**config.mk**
```make
export PLATFORM = sky130hd
export DESIGN_NAME = md5_message_digest_unit
export DESIGN_NICKNAME = d
export VERILOG_FILES = /design/src/rtl/md5_pkg.sv /design/src/rtl/md5_message_digest_unit.sv /design/src/rtl/md5_wq.sv /design/src/rtl/md5_front.sv /design/src/rtl/md5_back.sv
export SDC_FILE = /design/constraint.sdc
export NUM_CORES = 2
export LEC_CHECK = 0
export CORE_MARGIN = 2
export CORE_UTILIZATION = 50
export CTS_BUF_LIST = sky130_fd_sc_hd__clkbuf_4 sky130_fd_sc_hd__clkbuf_8 sky130_fd_sc_hd__clkbuf_16
export CTS_CLUSTER_DIAMETER = 30
export DETAILED_ROUTE_END_ITERATION = 7
export DONT_BUFFER_PORTS = 1
export GPL_TIMING_DRIVEN = 0
export HOLD_SLACK_MARGIN = 0.05
export PLACE_DENSITY = 0.61
export SKIP_CTS_REPAIR_TIMING = 1
export SYNTH_ARGS = -nofsm -noshare
export SYNTH_HDL_FRONTEND = slang
export SYNTH_SLANG_ARGS = --single-unit
```
**constraint.sdc**
```tcl
create_clock -name clk -period 11.7 [get_ports clk]
set_input_delay 0.585 -clock clk [delete_from_list [all_inputs] [get_ports clk]]
set_output_delay 0.585 -clock clk [all_outputs]
set_load 0.05 [all_outputs]
```
**src/rtl/md5_pkg.sv**
```systemverilog
// md5_pkg: shared types, constants and helper functions of the md5 digest unit
`timescale 1ns / 1ps

package md5_pkg;

    // chaining word initial values
    localparam logic [31:0] IvA = 32'h67452301;
    localparam logic [31:0] IvB = 32'hefcdab89;
    localparam logic [31:0] IvC = 32'h98badcfe;
    localparam logic [31:0] IvD = 32'h10325476;

    // first padding byte
    localparam logic [7:0] PadByte = 8'h80;

    // default depth of the word queue between front and back
    localparam int WqDepth = 4;

    // per-step additive constants (integer part of abs(sin(i+1)) * 2^32)
    localparam logic [31:0] RoundConst [64] = '{
        32'hd76aa478, 32'he8c7b756, 32'h242070db, 32'hc1bdceee,
        32'hf57c0faf, 32'h4787c62a, 32'ha8304613, 32'hfd469501,
        32'h698098d8, 32'h8b44f7af, 32'hffff5bb1, 32'h895cd7be,
        32'h6b901122, 32'hfd987193, 32'ha679438e, 32'h49b40821,
        32'hf61e2562, 32'hc040b340, 32'h265e5a51, 32'he9b6c7aa,
        32'hd62f105d, 32'h02441453, 32'hd8a1e681, 32'he7d3fbc8,
        32'h21e1cde6, 32'hc33707d6, 32'hf4d50d87, 32'h455a14ed,
        32'ha9e3e905, 32'hfcefa3f8, 32'h676f02d9, 32'h8d2a4c8a,
        32'hfffa3942, 32'h8771f681, 32'h6d9d6122, 32'hfde5380c,
        32'ha4beea44, 32'h4bdecfa9, 32'hf6bb4b60, 32'hbebfbc70,
        32'h289b7ec6, 32'heaa127fa, 32'hd4ef3085, 32'h04881d05,
        32'hd9d4d039, 32'he6db99e5, 32'h1fa27cf8, 32'hc4ac5665,
        32'hf4292244, 32'h432aff97, 32'hab9423a7, 32'hfc93a039,
        32'h655b59c3, 32'h8f0ccc92, 32'hffeff47d, 32'h85845dd1,
        32'h6fa87e4f, 32'hfe2ce6e0, 32'ha3014314, 32'h4e0811a1,
        32'hf7537e82, 32'hbd3af235, 32'h2ad7d2bb, 32'heb86d391
    };

    // one request of the word queue: a packed block word
    typedef struct packed {
        logic [31:0] word;
        logic        msg_end;   // last word of the final block of a message
    } wq_entry_t;

    // front status, for checking
    typedef struct packed {
        logic padding;
    } front_status_t;

    // back status, for checking
    typedef struct packed {
        logic rounding;
        logic cmp_bank_full;
    } back_status_t;

    // rotate amount for a given phase and step within the group of four
    function automatic logic [4:0] md5_shift(input logic [1:0] phase, input logic [1:0] step);
        logic [4:0] s;
        case ({phase, step})
            4'h0:    s = 5'd7;
            4'h1:    s = 5'd12;
            4'h2:    s = 5'd17;
            4'h3:    s = 5'd22;
            4'h4:    s = 5'd5;
            4'h5:    s = 5'd9;
            4'h6:    s = 5'd14;
            4'h7:    s = 5'd20;
            4'h8:    s = 5'd4;
            4'h9:    s = 5'd11;
            4'ha:    s = 5'd16;
            4'hb:    s = 5'd23;
            4'hc:    s = 5'd6;
            4'hd:    s = 5'd10;
            4'he:    s = 5'd15;
            default: s = 5'd21;
        endcase
        return s;
    endfunction

    // message word index used by a step
    function automatic logic [3:0] md5_msg_index(input logic [5:0] step);
        logic [3:0] lo;
        logic [3:0] g;
        lo = step[3:0];
        case (step[5:4])
            2'd0:    g = lo;
            2'd1:    g = 4'((lo << 2) + lo + 4'd1);
            2'd2:    g = 4'((lo << 1) + lo + 4'd5);
            default: g = 4'((lo << 3) - lo);
        endcase
        return g;
    endfunction

    // 32-bit rotate left
    function automatic logic [31:0] md5_rotl(input logic [31:0] x, input logic [4:0] s);
        logic [63:0] dbl;
        dbl = {x, x} << s;
        return dbl[63:32];
    endfunction

endpackage

```
**src/rtl/md5_message_digest_unit.sv**
```systemverilog
// md5_message_digest_unit: top level of the byte-serial md5 digest unit
// The unit takes a message one byte per request (last_byte high on the final byte,
// every message at least one byte long) and returns one 128-bit md5 digest per
// message on digest_low / digest_high, digest byte 0 in digest_low[7:0]. A front
// end packs bytes into little-endian words and, after the final byte, generates
// the padding and bit-length words (full stays high meanwhile); a short word
// queue feeds a back end that fills one of two sixteen-word block banks while it
// compresses the other. Compression takes one step per cycle: 64 steps, preceded
// by a bank check and the PRIME0 and PRIME1 set-up states and followed by a
// chaining update; the single round unit sets the sustained block rate. Bytes
// within a block go in one per cycle until the queue and both banks are taken.
// With no earlier block still in the back end, the digest follows the final byte
// once its one or two padded blocks are compressed, later when earlier blocks are
// still pending, and waits in an output register until popped; the next message
// can be pushed meanwhile. There is no clearing pass after reset.
`timescale 1ns / 1ps

module md5_message_digest_unit import md5_pkg::*; #(
    parameter int QueueDepth = WqDepth
) (
    input  logic        clk,
    input  logic        rst_n,
    input  logic [7:0]  data_byte,
    input  logic        last_byte,
    input  logic        push,
    output logic        full,
    output logic [63:0] digest_low,
    output logic [63:0] digest_high,
    output logic        empty,
    input  logic        pop
);

    wq_entry_t     q_wdata;
    wq_entry_t     q_rdata;
    logic          q_push;
    logic          q_full;
    logic          q_pop;
    logic          q_empty;
    front_status_t fstat;
    back_status_t  bstat;

    // packing and padding
    md5_front u_front (
        .clk       (clk),
        .rst_n     (rst_n),
        .data_byte (data_byte),
        .last_byte (last_byte),
        .push      (push),
        .full      (full),
        .q_wdata   (q_wdata),
        .q_push    (q_push),
        .q_full    (q_full),
        .fstat     (fstat)
    );

    // word queue
    md5_wq #(
        .Depth (QueueDepth)
    ) u_wq (
        .clk   (clk),
        .rst_n (rst_n),
        .push  (q_push),
        .wdata (q_wdata),
        .full  (q_full),
        .pop   (q_pop),
        .rdata (q_rdata),
        .empty (q_empty)
    );

    // compression and digest output
    md5_back u_back (
        .clk         (clk),
        .rst_n       (rst_n),
        .q_rdata     (q_rdata),
        .q_empty     (q_empty),
        .q_pop       (q_pop),
        .digest_low  (digest_low),
        .digest_high (digest_high),
        .empty       (empty),
        .pop         (pop),
        .bstat       (bstat)
    );

    // the front never pushes a word into a full queue
    a_no_queue_overflow: assert property (
        @(posedge clk) disable iff (!rst_n) q_push |-> !q_full
    ) else $error("word pushed into full queue");

    // compression steps only run on a bank that holds a complete block
    a_round_on_full_bank: assert property (
        @(posedge clk) disable iff (!rst_n) bstat.rounding |-> bstat.cmp_bank_full
    ) else $error("compression running on a bank that is not full");

    // no new byte is taken while padding is generated
    a_full_while_padding: assert property (
        @(posedge clk) disable iff (!rst_n) fstat.padding |-> full
    ) else $error("byte request accepted during padding");

endmodule

```
**src/rtl/md5_wq.sv**
```systemverilog
// md5_wq: small word queue between the packing front and the compression back
`timescale 1ns / 1ps

module md5_wq import md5_pkg::*; #(
    parameter int Depth = WqDepth
) (
    input  logic      clk,
    input  logic      rst_n,
    input  logic      push,
    input  wq_entry_t wdata,
    output logic      full,
    input  logic      pop,
    output wq_entry_t rdata,
    output logic      empty
);

    localparam int PtrW = (Depth > 1) ? $clog2(Depth) : 1;
    localparam int CntW = $clog2(Depth + 1);

    wq_entry_t       mem_reg [Depth];
    logic [PtrW-1:0] wr_ptr_reg, wr_ptr_next;
    logic [PtrW-1:0] rd_ptr_reg, rd_ptr_next;
    logic [CntW-1:0] cnt_reg, cnt_next;
    logic            do_push;
    logic            do_pop;

    assign full    = (cnt_reg == CntW'(Depth));
    assign empty   = (cnt_reg == '0);
    assign do_push = push && !full;
    assign do_pop  = pop && !empty;
    assign rdata   = mem_reg[rd_ptr_reg];

    // pointer and fill count update
    always_comb
    begin
        wr_ptr_next = wr_ptr_reg;
        rd_ptr_next = rd_ptr_reg;
        cnt_next    = cnt_reg;
        if (do_push)
        begin
            wr_ptr_next = (wr_ptr_reg == PtrW'(Depth - 1)) ? '0 : wr_ptr_reg + 1'b1;
        end
        if (do_pop)
        begin
            rd_ptr_next = (rd_ptr_reg == PtrW'(Depth - 1)) ? '0 : rd_ptr_reg + 1'b1;
        end
        if (do_push && !do_pop)
        begin
            cnt_next = cnt_reg + 1'b1;
        end
        else if (do_pop && !do_push)
        begin
            cnt_next = cnt_reg - 1'b1;
        end
    end

    always_ff @(posedge clk or negedge rst_n)
    begin
        if (!rst_n)
        begin
            wr_ptr_reg <= '0;
            rd_ptr_reg <= '0;
            cnt_reg    <= '0;
        end
        else
        begin
            wr_ptr_reg <= wr_ptr_next;
            rd_ptr_reg <= rd_ptr_next;
            cnt_reg    <= cnt_next;
        end
    end

    // storage, no reset
    always_ff @(posedge clk)
    begin
        if (do_push)
        begin
            mem_reg[wr_ptr_reg] <= wdata;
        end
    end

endmodule

```
**src/rtl/md5_front.sv**
```systemverilog
// md5_front: byte packing, message length count and padding generation
`timescale 1ns / 1ps

module md5_front import md5_pkg::*; (
    input  logic          clk,
    input  logic          rst_n,
    input  logic [7:0]    data_byte,
    input  logic          last_byte,
    input  logic          push,
    output logic          full,
    output wq_entry_t     q_wdata,
    output logic          q_push,
    input  logic          q_full,
    output front_status_t fstat
);

    typedef enum logic [1:0] {
        FS_ACCEPT = 2'b01,
        FS_PAD    = 2'b10
    } front_state_t;

    front_state_t state_reg, state_next;
    logic [31:0]  word_reg, word_next;
    logic [60:0]  count_reg, count_next;
    logic [3:0]   widx_reg, widx_next;
    logic         first_reg, first_next;
    logic         second_reg, second_next;
    logic         two_reg, two_next;

    logic         accept;
    logic [60:0]  count_inc;
    logic [1:0]   lane;
    logic [31:0]  head_word;
    logic [63:0]  bit_len;
    logic         len_blk;
    logic [31:0]  pad_word;

    assign full        = (state_reg != FS_ACCEPT) || q_full;
    assign accept      = push && !full;
    assign count_inc   = count_reg + 61'd1;
    assign lane        = count_reg[1:0];
    assign bit_len     = {count_reg, 3'b000};
    assign len_blk     = two_reg ? second_reg : 1'b1;
    assign fstat.padding = (state_reg == FS_PAD);

    // first padding word: message bytes below the lane, then the pad byte, then zeros
    always_comb
    begin
        for (int k = 0; k < 4; k++)
        begin
            if (2'(k) < lane)
            begin
                head_word[8*k +: 8] = word_reg[8*k +: 8];
            end
            else if (2'(k) == lane)
            begin
                head_word[8*k +: 8] = PadByte;
            end
            else
            begin
                head_word[8*k +: 8] = 8'h00;
            end
        end
    end

    // padding word select
    always_comb
    begin
        if (first_reg)
        begin
            pad_word = head_word;
        end
        else if (len_blk && (widx_reg == 4'd14))
        begin
            pad_word = bit_len[31:0];
        end
        else if (len_blk && (widx_reg == 4'd15))
        begin
            pad_word = bit_len[63:32];
        end
        else
        begin
            pad_word = '0;
        end
    end

    // control
    always_comb
    begin
        state_next      = state_reg;
        word_next       = word_reg;
        count_next      = count_reg;
        widx_next       = widx_reg;
        first_next      = first_reg;
        second_next     = second_reg;
        two_next        = two_reg;
        q_push          = 1'b0;
        q_wdata.word    = {data_byte, word_reg[23:0]};
        q_wdata.msg_end = 1'b0;
        case (state_reg)
            FS_ACCEPT:
            begin
                if (accept)
                begin
                    word_next[8*lane +: 8] = data_byte;
                    count_next = count_inc;
                    if (lane == 2'd3)
                    begin
                        q_push = 1'b1;
                    end
                    if (last_byte)
                    begin
                        state_next  = FS_PAD;
                        widx_next   = count_inc[5:2];
                        first_next  = 1'b1;
                        second_next = 1'b0;
                        two_next    = (count_inc[5:3] == 3'b111);
                    end
                end
            end
            FS_PAD:
            begin
                q_push          = !q_full;
                q_wdata.word    = pad_word;
                q_wdata.msg_end = len_blk && (widx_reg == 4'd15);
                if (!q_full)
                begin
                    first_next = 1'b0;
                    widx_next  = widx_reg + 4'd1;
                    if (widx_reg == 4'd15)
                    begin
                        if (two_reg && !second_reg)
                        begin
                            second_next = 1'b1;
                        end
                        else
                        begin
                            state_next = FS_ACCEPT;
                            count_next = '0;
                        end
                    end
                end
            end
            default:
            begin
                state_next = FS_ACCEPT;
            end
        endcase
    end

    always_ff @(posedge clk or negedge rst_n)
    begin
        if (!rst_n)
        begin
            state_reg  <= FS_ACCEPT;
            count_reg  <= '0;
            widx_reg   <= '0;
            first_reg  <= 1'b0;
            second_reg <= 1'b0;
            two_reg    <= 1'b0;
        end
        else
        begin
            state_reg  <= state_next;
            count_reg  <= count_next;
            widx_reg   <= widx_next;
            first_reg  <= first_next;
            second_reg <= second_next;
            two_reg    <= two_next;
        end
    end

    // partial word, no reset
    always_ff @(posedge clk)
    begin
        word_reg <= word_next;
    end

endmodule

```
**src/rtl/md5_back.sv**
```systemverilog
// md5_back: double-buffered block store, 64-step compression and digest register
`timescale 1ns / 1ps

module md5_back import md5_pkg::*; (
    input  logic         clk,
    input  logic         rst_n,
    input  wq_entry_t    q_rdata,
    input  logic         q_empty,
    output logic         q_pop,
    output logic [63:0]  digest_low,
    output logic [63:0]  digest_high,
    output logic         empty,
    input  logic         pop,
    output back_status_t bstat
);

    typedef enum logic [5:0] {
        BS_IDLE   = 6'b000001,
        BS_PRIME0 = 6'b000010,
        BS_PRIME1 = 6'b000100,
        BS_ROUND  = 6'b001000,
        BS_UPDATE = 6'b010000,
        BS_DIGEST = 6'b100000
    } back_state_t;

    back_state_t state_reg, state_next;

    // block store: two banks of sixteen words
    logic [31:0] wbuf_reg [32];

    logic        fill_bank_reg, fill_bank_next;
    logic [3:0]  fill_cnt_reg, fill_cnt_next;
    logic [1:0]  bank_full_reg, bank_full_next;
    logic [1:0]  bank_end_reg, bank_end_next;
    logic        cmp_bank_reg, cmp_bank_next;
    logic [5:0]  rnd_reg, rnd_next;
    logic [31:0] rw_reg [4];
    logic [31:0] rw_next [4];
    logic [31:0] chain_reg [4];
    logic [31:0] chain_next [4];
    logic [31:0] kw_reg, kw_next;
    logic [31:0] adk_reg, adk_next;
    logic        out_valid_reg, out_valid_next;
    logic [63:0] dlow_reg, dlow_next;
    logic [63:0] dhigh_reg, dhigh_next;

    logic [5:0]  rd_step;
    logic [31:0] rd_word;
    logic [31:0] kw_calc;
    logic [1:0]  phase;
    logic [31:0] f_val;
    logic [31:0] sum;
    logic [31:0] new_b;
    logic        slot_free;

    assign empty       = !out_valid_reg;
    assign digest_low  = dlow_reg;
    assign digest_high = dhigh_reg;
    assign slot_free   = !out_valid_reg || pop;
    assign q_pop       = !q_empty && !bank_full_reg[fill_bank_reg];

    assign bstat.rounding      = (state_reg == BS_ROUND);
    assign bstat.cmp_bank_full = bank_full_reg[cmp_bank_reg];

    // step constant plus message word, fetched ahead of use into kw_reg, then added to a in adk_reg
    always_comb
    begin
        case (state_reg)
            BS_PRIME0: rd_step = 6'd0;
            BS_PRIME1: rd_step = 6'd1;
            default:   rd_step = rnd_reg + 6'd2;
        endcase
    end

    assign rd_word = wbuf_reg[{cmp_bank_reg, md5_msg_index(rd_step)}];
    assign kw_calc = RoundConst[rd_step] + rd_word;

    // round function
    assign phase = rnd_reg[5:4];

    always_comb
    begin
        case (phase)
            2'd0:    f_val = (rw_reg[1] & rw_reg[2]) | (~rw_reg[1] & rw_reg[3]);
            2'd1:    f_val = (rw_reg[1] & rw_reg[3]) | (rw_reg[2] & ~rw_reg[3]);
            2'd2:    f_val = rw_reg[1] ^ rw_reg[2] ^ rw_reg[3];
            default: f_val = rw_reg[2] ^ (rw_reg[1] | ~rw_reg[3]);
        endcase
    end

    assign sum   = f_val + adk_reg;
    assign new_b = rw_reg[1] + md5_rotl(sum, md5_shift(phase, rnd_reg[1:0]));

    // block fill, sequencing and digest hand-off
    always_comb
    begin
        state_next     = state_reg;
        fill_bank_next = fill_bank_reg;
        fill_cnt_next  = fill_cnt_reg;
        bank_full_next = bank_full_reg;
        bank_end_next  = bank_end_reg;
        cmp_bank_next  = cmp_bank_reg;
        rnd_next       = rnd_reg;
        rw_next        = rw_reg;
        chain_next     = chain_reg;
        kw_next        = kw_reg;
        adk_next       = adk_reg;
        out_valid_next = out_valid_reg;
        dlow_next      = dlow_reg;
        dhigh_next     = dhigh_reg;

        if (pop && out_valid_reg)
        begin
            out_valid_next = 1'b0;
        end

        case (state_reg)
            BS_IDLE:
            begin
                if (bank_full_reg[cmp_bank_reg])
                begin
                    state_next = BS_PRIME0;
                end
            end
            BS_PRIME0:
            begin
                rw_next    = chain_reg;
                kw_next    = kw_calc;
                state_next = BS_PRIME1;
            end
            BS_PRIME1:
            begin
                adk_next   = rw_reg[0] + kw_reg;
                kw_next    = kw_calc;
                rnd_next   = '0;
                state_next = BS_ROUND;
            end
            BS_ROUND:
            begin
                rw_next[0] = rw_reg[3];
                rw_next[1] = new_b;
                rw_next[2] = rw_reg[1];
                rw_next[3] = rw_reg[2];
                adk_next   = rw_reg[3] + kw_reg;
                kw_next    = kw_calc;
                rnd_next   = rnd_reg + 6'd1;
                if (rnd_reg == 6'd63)
                begin
                    state_next = BS_UPDATE;
                end
            end
            BS_UPDATE:
            begin
                for (int k = 0; k < 4; k++)
                begin
                    chain_next[k] = chain_reg[k] + rw_reg[k];
                end
                if (bank_end_reg[cmp_bank_reg])
                begin
                    state_next = BS_DIGEST;
                end
                else
                begin
                    bank_full_next[cmp_bank_reg] = 1'b0;
                    cmp_bank_next = !cmp_bank_reg;
                    state_next    = BS_IDLE;
                end
            end
            BS_DIGEST:
            begin
                if (slot_free)
                begin
                    out_valid_next = 1'b1;
                    dlow_next      = {chain_reg[1], chain_reg[0]};
                    dhigh_next     = {chain_reg[3], chain_reg[2]};
                    chain_next[0]  = IvA;
                    chain_next[1]  = IvB;
                    chain_next[2]  = IvC;
                    chain_next[3]  = IvD;
                    bank_full_next[cmp_bank_reg] = 1'b0;
                    cmp_bank_next  = !cmp_bank_reg;
                    state_next     = BS_IDLE;
                end
            end
            default:
            begin
                state_next = BS_IDLE;
            end
        endcase

        // word fill into the free bank
        if (q_pop)
        begin
            fill_cnt_next = fill_cnt_reg + 4'd1;
            if (fill_cnt_reg == 4'd15)
            begin
                bank_full_next[fill_bank_reg] = 1'b1;
                bank_end_next[fill_bank_reg]  = q_rdata.msg_end;
                fill_bank_next = !fill_bank_reg;
            end
        end
    end

    always_ff @(posedge clk or negedge rst_n)
    begin
        if (!rst_n)
        begin
            state_reg     <= BS_IDLE;
            fill_bank_reg <= 1'b0;
            fill_cnt_reg  <= '0;
            bank_full_reg <= '0;
            bank_end_reg  <= '0;
            cmp_bank_reg  <= 1'b0;
            rnd_reg       <= '0;
            out_valid_reg <= 1'b0;
            chain_reg[0]  <= IvA;
            chain_reg[1]  <= IvB;
            chain_reg[2]  <= IvC;
            chain_reg[3]  <= IvD;
            for (int k = 0; k < 4; k++)
            begin
                rw_reg[k] <= '0;
            end
        end
        else
        begin
            state_reg     <= state_next;
            fill_bank_reg <= fill_bank_next;
            fill_cnt_reg  <= fill_cnt_next;
            bank_full_reg <= bank_full_next;
            bank_end_reg  <= bank_end_next;
            cmp_bank_reg  <= cmp_bank_next;
            rnd_reg       <= rnd_next;
            out_valid_reg <= out_valid_next;
            chain_reg     <= chain_next;
            rw_reg        <= rw_next;
        end
    end

    // datapath registers, no reset
    always_ff @(posedge clk)
    begin
        kw_reg    <= kw_next;
        adk_reg   <= adk_next;
        dlow_reg  <= dlow_next;
        dhigh_reg <= dhigh_next;
        if (q_pop)
        begin
            wbuf_reg[{fill_bank_reg, fill_cnt_reg}] <= q_rdata.word;
        end
    end

endmodule
```
Yosys cells after proc, flatten, opt, wreduce, memory -nomap -nowiden

Memory sizes are Yosys's and may differ from the RTL's.
Cells that the tools add are included.

RAM bits: 1156
Register bits after elaboration: 580
Output and inout bits: 130
Word-level logic and storage cells: 253
Memories kept: 4
Memory bits (read-only): 2128

Memories:

| name            | depth | width | rd ports | clocked after Yosys merged registers in | write ports | RTL line       | source |
|---|---|---|---|---|---|---|---|
| (no name shown) | 64    | 32    | 1        | 0                                       | 0           | md5_back.sv:76 | `assign kw_calc = RoundConst[rd_step] + rd_word;` |
| u_back.wbuf_reg | 32    | 32    | 1        | 0                                       | 1           | md5_back.sv:29 | `logic [31:0] wbuf_reg [32];` |
| u_wq.mem_reg    | 4     | 33    | 1        | 0                                       | 1           | md5_wq.sv:20   | `wq_entry_t mem_reg [Depth];` |
| (no name shown) | 16    | 5     | 1        | 0                                       | 0           | md5_pkg.sv:58  | `case ({phase, step})` |

Add/subtract/negate cells: 24
Shift-type cells: 3
Muxes and demuxes: 87
Bitwise operators: 16
Eq/ne operators: 35
Reduce and logical (&&, ||, !) cells: 45
$lt $le $gt $ge: 9

Operator list:

| cell                      | count |
|---|---|
| $pmux W128 S2             | 2 |
| $add A32 B32 Y32          | 9 |
| $mux W61                  | 4 |
| $mux W32                  | 5 |
| $and A32 B32 Y32          | 4 |
| $mux W128                 | 1 |
| $pmux W61 S2              | 1 |
| $or A32 B32 Y32           | 3 |
| $pmux W32 S3              | 1 |
| $xor A32 B32 Y32          | 3 |
| $mux W8                   | 8 |
| $not A32 Y32              | 2 |
| $pmux W32 S2              | 1 |
| $shl A64 B5 Y64           | 1 |
| $add A61 B1 Y61 const B   | 1 |
| $pmux W6 S6               | 1 |
| $neg A5 Y34               | 1 |
| $shift A8 B34 Y32 const A | 1 |
| $shiftx A8 B34 Y32        | 1 |
| $mux W33                  | 1 |
| $bwmux W32                | 1 |
| $mux W1                   | 28 |
| $mux W6                   | 4 |
| $pmux W6 S2               | 2 |
| 53 further kinds          | 133 |

Depth between registers and ports, before layout

Depth in word-level cells: 11
Mapped depth: 39

Hierarchy

From an unflattened synthesis, not the netlist that was laid out.

Cells, all modules: 7937
Area total of the unflattened synthesis: 88698.8 µm²

By module, submodules not included:

| module    | sequential area each (µm²) | area an instance (µm²) | cells each | instances |
|---|---|---|---|---|
| md5_back  | 43578.0                    | 77305.4                | 7021       | 1 |
| md5_front | 2473.6                     | 6187.2                 | 706        | 1 |
| md5_wq    | 4139.0                     | 5206.2                 | 210        | 1 |

Worst setup path before layout

OpenSTA, ideal clock, no wires.

Kind: register to register
Start: register u_back.state_reg[5]
End: register u_back.kw_reg[20] (data pin)
Setup slack: 3.566 ns
Setup time: 0.259 ns
Arrival time: 7.875 ns
Path buffers: 6
Required time: 11.441 ns
Stages on the path, launching flop included: 35
Cells stage by stage: dfrtp_1 or3_4 or3_1 buf_2 nand2_1 clkbuf_1 buf_1 ha_1 fa_1 xor2_1 xnor2_1 nor3_1 a21oi_1 o21ai_0 a221oi_2 buf_6 buf_6 buf_6 mux2i_1 mux4_2 inv_1 ha_1 nor2b_1 o21ai_0 a21boi_1 o21a_1 a21bo_2 a41oi_1 a21oi_1 o21a_1 o21a_1 or4_1 a31o_2 a21oi_1 xnor2_1

Word-level cells in the longest chain between the ends: 7

RTL lines:

| what                                                | RTL line                      | source |
|---|---|---|
| from (decl)                                         | md5_back.sv:26                | `back_state_t state_reg, state_next;` |
| from (signal assigned)                              | md5_back.sv:227               | `state_reg <= state_next;` |
| $eq A6 B3 Y1 / $eq A6 B2 Y1 (equally long branches) | md5_back.sv:68                | `case (state_reg)` |
| $pmux W6 S2 *                                       | md5_back.sv:68                |  |
| $add A4 B4 Y4, or another cell as far along         | md5_pkg.sv:87                 | `2'd2: g = 4'((lo << 1) + lo + 4'd5);` |
| $add A4 B3 Y4, or another cell as far along         | md5_pkg.sv:87                 |  |
| $pmux W4 S3 / $mux W32 (equally long branches)      | md5_pkg.sv:84, md5_back.sv:76 |  |
| $mem_v2 Z32 W32 / $mux W32 (equally long branches)  | n/a                           |  |
| $add A32 B32 Y32 *                                  | md5_back.sv:76                |  |
| named net u_back.kw_calc[20]                        | md5_back.sv:49                | `logic [31:0] kw_calc;` |
| to (signal assigned)                                | md5_back.sv:243               | `kw_reg <= kw_next;` |
| to (decl)                                           | md5_back.sv:41                | `logic [31:0] kw_reg, kw_next;` |

The timed path passes the listed nets; every way through them passes the cells marked *. The select of a mux whose other input is x is not followed.
A chain may end at the register's enable or synchronous reset.

Worst setup path in the final report

Start: register u_back.rnd_reg[4]
End: register u_back.rw_reg[95] (netlist name)

Word-level cells in the longest chain between the ends: 6

RTL lines:

| what                                       | RTL line        | source |
|---|---|---|
| from (decl)                                | md5_back.sv:36  | `logic [5:0] rnd_reg, rnd_next;` |
| from (signal assigned)                     | md5_back.sv:233 | `rnd_reg <= rnd_next;` |
| $eq A2 B2 Y1, or another cell as far along | md5_back.sv:83  | `case (phase)` |
| $pmux W32 S3                               | md5_back.sv:83  |  |
| $add A32 B32 Y32                           | md5_back.sv:91  | `assign sum = f_val + adk_reg;` |
| $shl A64 B5 Y64 *                          | md5_pkg.sv:96   | `dbl = {x, x} << s;` |
| $add A32 B32 Y32 *                         | md5_back.sv:92  | `assign new_b = rw_reg[1] + md5_rotl(sum, md5_shift(phase, rnd_reg[1:0]));` |
| $pmux W128 S2 *                            | md5_back.sv:117 | `case (state_reg)` |
| to (signal assigned)                       | md5_back.sv:236 | `rw_reg <= rw_next;` |
| to (decl)                                  | md5_back.sv:37  | `logic [31:0] rw_reg [4];` |

Every way passes the cells marked *; elsewhere a longest branch is shown, timed or not.

==> impl_metrics.yaml <==
outcome:
  status: "finished, violations left"
  violations: "design-rule violations, max-slew violations"
logic_synthesis:
  synth_cell_type_count: 103
  synth_seq_cells: 1728
  yosysTopAreaCell: "edfxtp_1"
  synth.top_cell.area_share: 0.479
  syn_inst: 6597
  ys.flop_type: "edfxtp_1"
  yosysWarningCount: 0
  synth_top_cells_by_area: "edfxtp_1 (48%), dfrtp_1 (8.4%), mux4_2 (8.1%)"
  yosysSeqAreaShare: 0.583
  syn_area_um2: 86100
  synth_edf_count: 1372
  async_flop_share: 0.206
  syn_nets: 6938
  syn_area_per_cell_um2: 13.0
cts:
  clockRootBuffer: "clkbuf_16"
  clock_sinks: 1728
  clk_latency_ns: 0.96
  htreeDepth: 5
  numCtsBuffers: 375
  clockBufferDepth: 4
  cts_tree: "done"
  path_clk_slew_ns: 0.05
place:
  hpwl_um: 197000
  io_buffers: 0
  gp_congestion: 0.968
sta:
  period_needed_ns: 11.21
  drv_slew: 356
  fmax_mhz: 89.2
  setup_violations: 0
  fin_tns_setup_ns: 0
  relSlewSlack: -0.555
  fin_worst_skew_ns: 0.129
  worst_pin_slew_ns: 2.33
  fin_crit_sh: 0.958
  rsz0062_at_grt: "false"
  hold_violations: 0
floorplanning:
  die_h_um: 419
  start_util: 0.502
  die_w_um: 419
  boundaryPins: 143
  rows: 152
  core_area_um2: 171000
  die-area_um2: 175000
worst_setup_path:
  crit_path_start_kind: "register"
  crit_type: "reg -> reg"
  arrival_ns: 11.92
  r2r_cells: 36
  crit_family: "compound AO/OA/AOI/OAI gates"
  crit_path_max_incr_delay_ns: 0.75
  slowest_stage: "buf_1"
  endpoint_kind: "register"
  worst-endpoint-required_ns: 12.41
  r2r_start: "u_back.rnd_reg[4]"
  critical_path_depth: 36
  timing.rr.end: "u_back.rw_reg[95]"
  critPathBufInv: 5
  cpMostUsedCell: "o21ai_0"
  r2r_slack_ns: 0.49
  crit_fanout: 10
grt:
  grt_pass1_wl_um: 404000
  grt_overflow: 0
  grtUsageTotal: 0.319
  grt_max_degree: 357
  antenna_found_initial: 8
  grt_pass1_vias: 58200
hold_path:
  hold_end: "u_wq.mem_reg[3][30]"
  hold_path_depth: 1
  hold_class: "in -> reg"
  min_from: "data_byte[5]"
finish:
  layout-drive-gt1-share: 0.174
  largest_reg_flops: 1024
  nFillCells: 13300
  mostFrequentLayoutCells: "edfxtp_1 (1372), nand2_1 (648), o21ai_0 (465), a21oi_1 (398), nor2_1 (393)"
  syn_to_final_growth_pct: 19.8
  final_nets: 7366
  mostFrequentLayoutCell: "edfxtp_1"
route:
  drc: 11
  wl_um: 282000
  ant_nets: 0
  via_count: 60100
  via_per_inst: 6.24
  drtIter0Drc: 7363
  first_pass_iters: 8
  wl_per_cell_um: 29.2
flow_run:
  maxCapViolations: 0
power:
  finalPower_mw: 18.3
  ir_worst_vdd_uv: 244
  power_density_nw_per_um2: 178
  p_leak_nw: 38.6
## through the flow
step / area, µm² / util / setup WS (ns) / instances / hold WS, ns
after floorplan: 86100 / - / 3.57 / 6597 / 0.289
after global placement: 89000 / 0.519 / 0.419 / 8907 / 0.303
after detailed placement: 90000 / 0.525 / 0.482 / 8946 / 0.303
after CTS: 103000 / 0.601 / 0.472 / 9624 / -0.661
after global routing: 103000 / 0.602 / 0.132 / 9637 / 0.0556
final: 103000 / 0.602 / 0.492 / 9639 / 0.0472
## logic make-up after synthesis
logic type | after synthesis | synth area share
and+or+nand+nor | 1642 | 0.0859
DFF | 1728 | 0.583
buffers and inverters | 466 | 0.0250
adders and majority gates | 329 | 0.0490
xor gates and xnor gates | 311 | 0.0321
AOI/OAI and AO/OA | 1541 | 0.110
muxes | 580 | 0.114
## worst reg2reg max path, delay by kind of cell, from the launching register on
| kind | cells | cell delay (ns) |
|---|---|---|
| compound gates | 20 | 5.66 |
| xor+xnor | 1 | 0.15 |
| fa+ha+maj | 2 | 0.81 |
| buf+inv | 5 | 2.47 |
| flops | 1 | 0.32 |
| mux | 3 | 0.73 |
| simple gates | 5 | 0.96 |
## cell usage after synthesis (26+ instances only)
cell type	instances
edfxtp_1	1372
nand2_1	649
o21ai_0	465
nor2_1	425
a21oi_1	398
ha_1	314
mux4_2	309
dfrtp_1	290
mux2i_1	236
clkbuf_1	209
xnor2_1	186
a31oi_1	155
inv_1	153
nand3_1	148
xor2_1	121
a21o_1	108
nor3_1	102
dfstp_2	66
nand2b_1	58
a211oi_1	55
o21a_1	49
and2_1	48
and3_1	40
or2_2	39
buf_1	36
o21bai_1	35
mux2_2	26
## final cells by class
type | count | area [µm²] | area share
Sequential cell | 1728 | 50200 | 0.487
Multi-Input combinational cell | 4403 | 34000 | 0.330
Clock buffer | 436 | 10000 | 0.0973
Clock inverter | 242 | 2940 | 0.0285
Tap cell | 2310 | 2890 | 0.0280
Buffer | 312 | 1580 | 0.0153
Timing Repair Buffer | 51 | 933 | 0.00905
Inverter | 154 | 582 | 0.00564
Antenna cell | 3 | 7.51 | 0.0000728
## worst max path at each step
stage                         to           startpoint  slack (ns)
3_5_place_dp   u_back.kw_reg[20]    u_back.rnd_reg[1]        0.48
3_3_place_gp   u_back.kw_reg[20]    u_back.rnd_reg[1]        0.42
2_1_floorplan  u_back.kw_reg[20]  u_back.state_reg[5]        3.57
4_1_cts        u_back.kw_reg[20]    u_back.rnd_reg[1]        0.47
5_1_grt        u_back.rw_reg[95]    u_back.rnd_reg[4]        0.13
6_report       u_back.rw_reg[95]    u_back.rnd_reg[4]        0.49
## layer usage
metal | share of wire | vias up | global-route usage
li1 | - | 26300 | -
met4 | 0.051 | 2 | 0.151
met5 | 0.000046 | - | 0
met1 | 0.40 | 30400 | 0.424
met2 | 0.47 | 2868 | 0.513
met3 | 0.076 | 635 | 0.0527
## power breakdown
group / total (mW) / switching [mW] / internal [mW]
combinational: 0.648 / 0.485 / 0.163
clock: 10.8 / 3.40 / 7.36
sequential: 6.91 / 0.0692 / 6.85
Power figures use the tool's default switching activity.
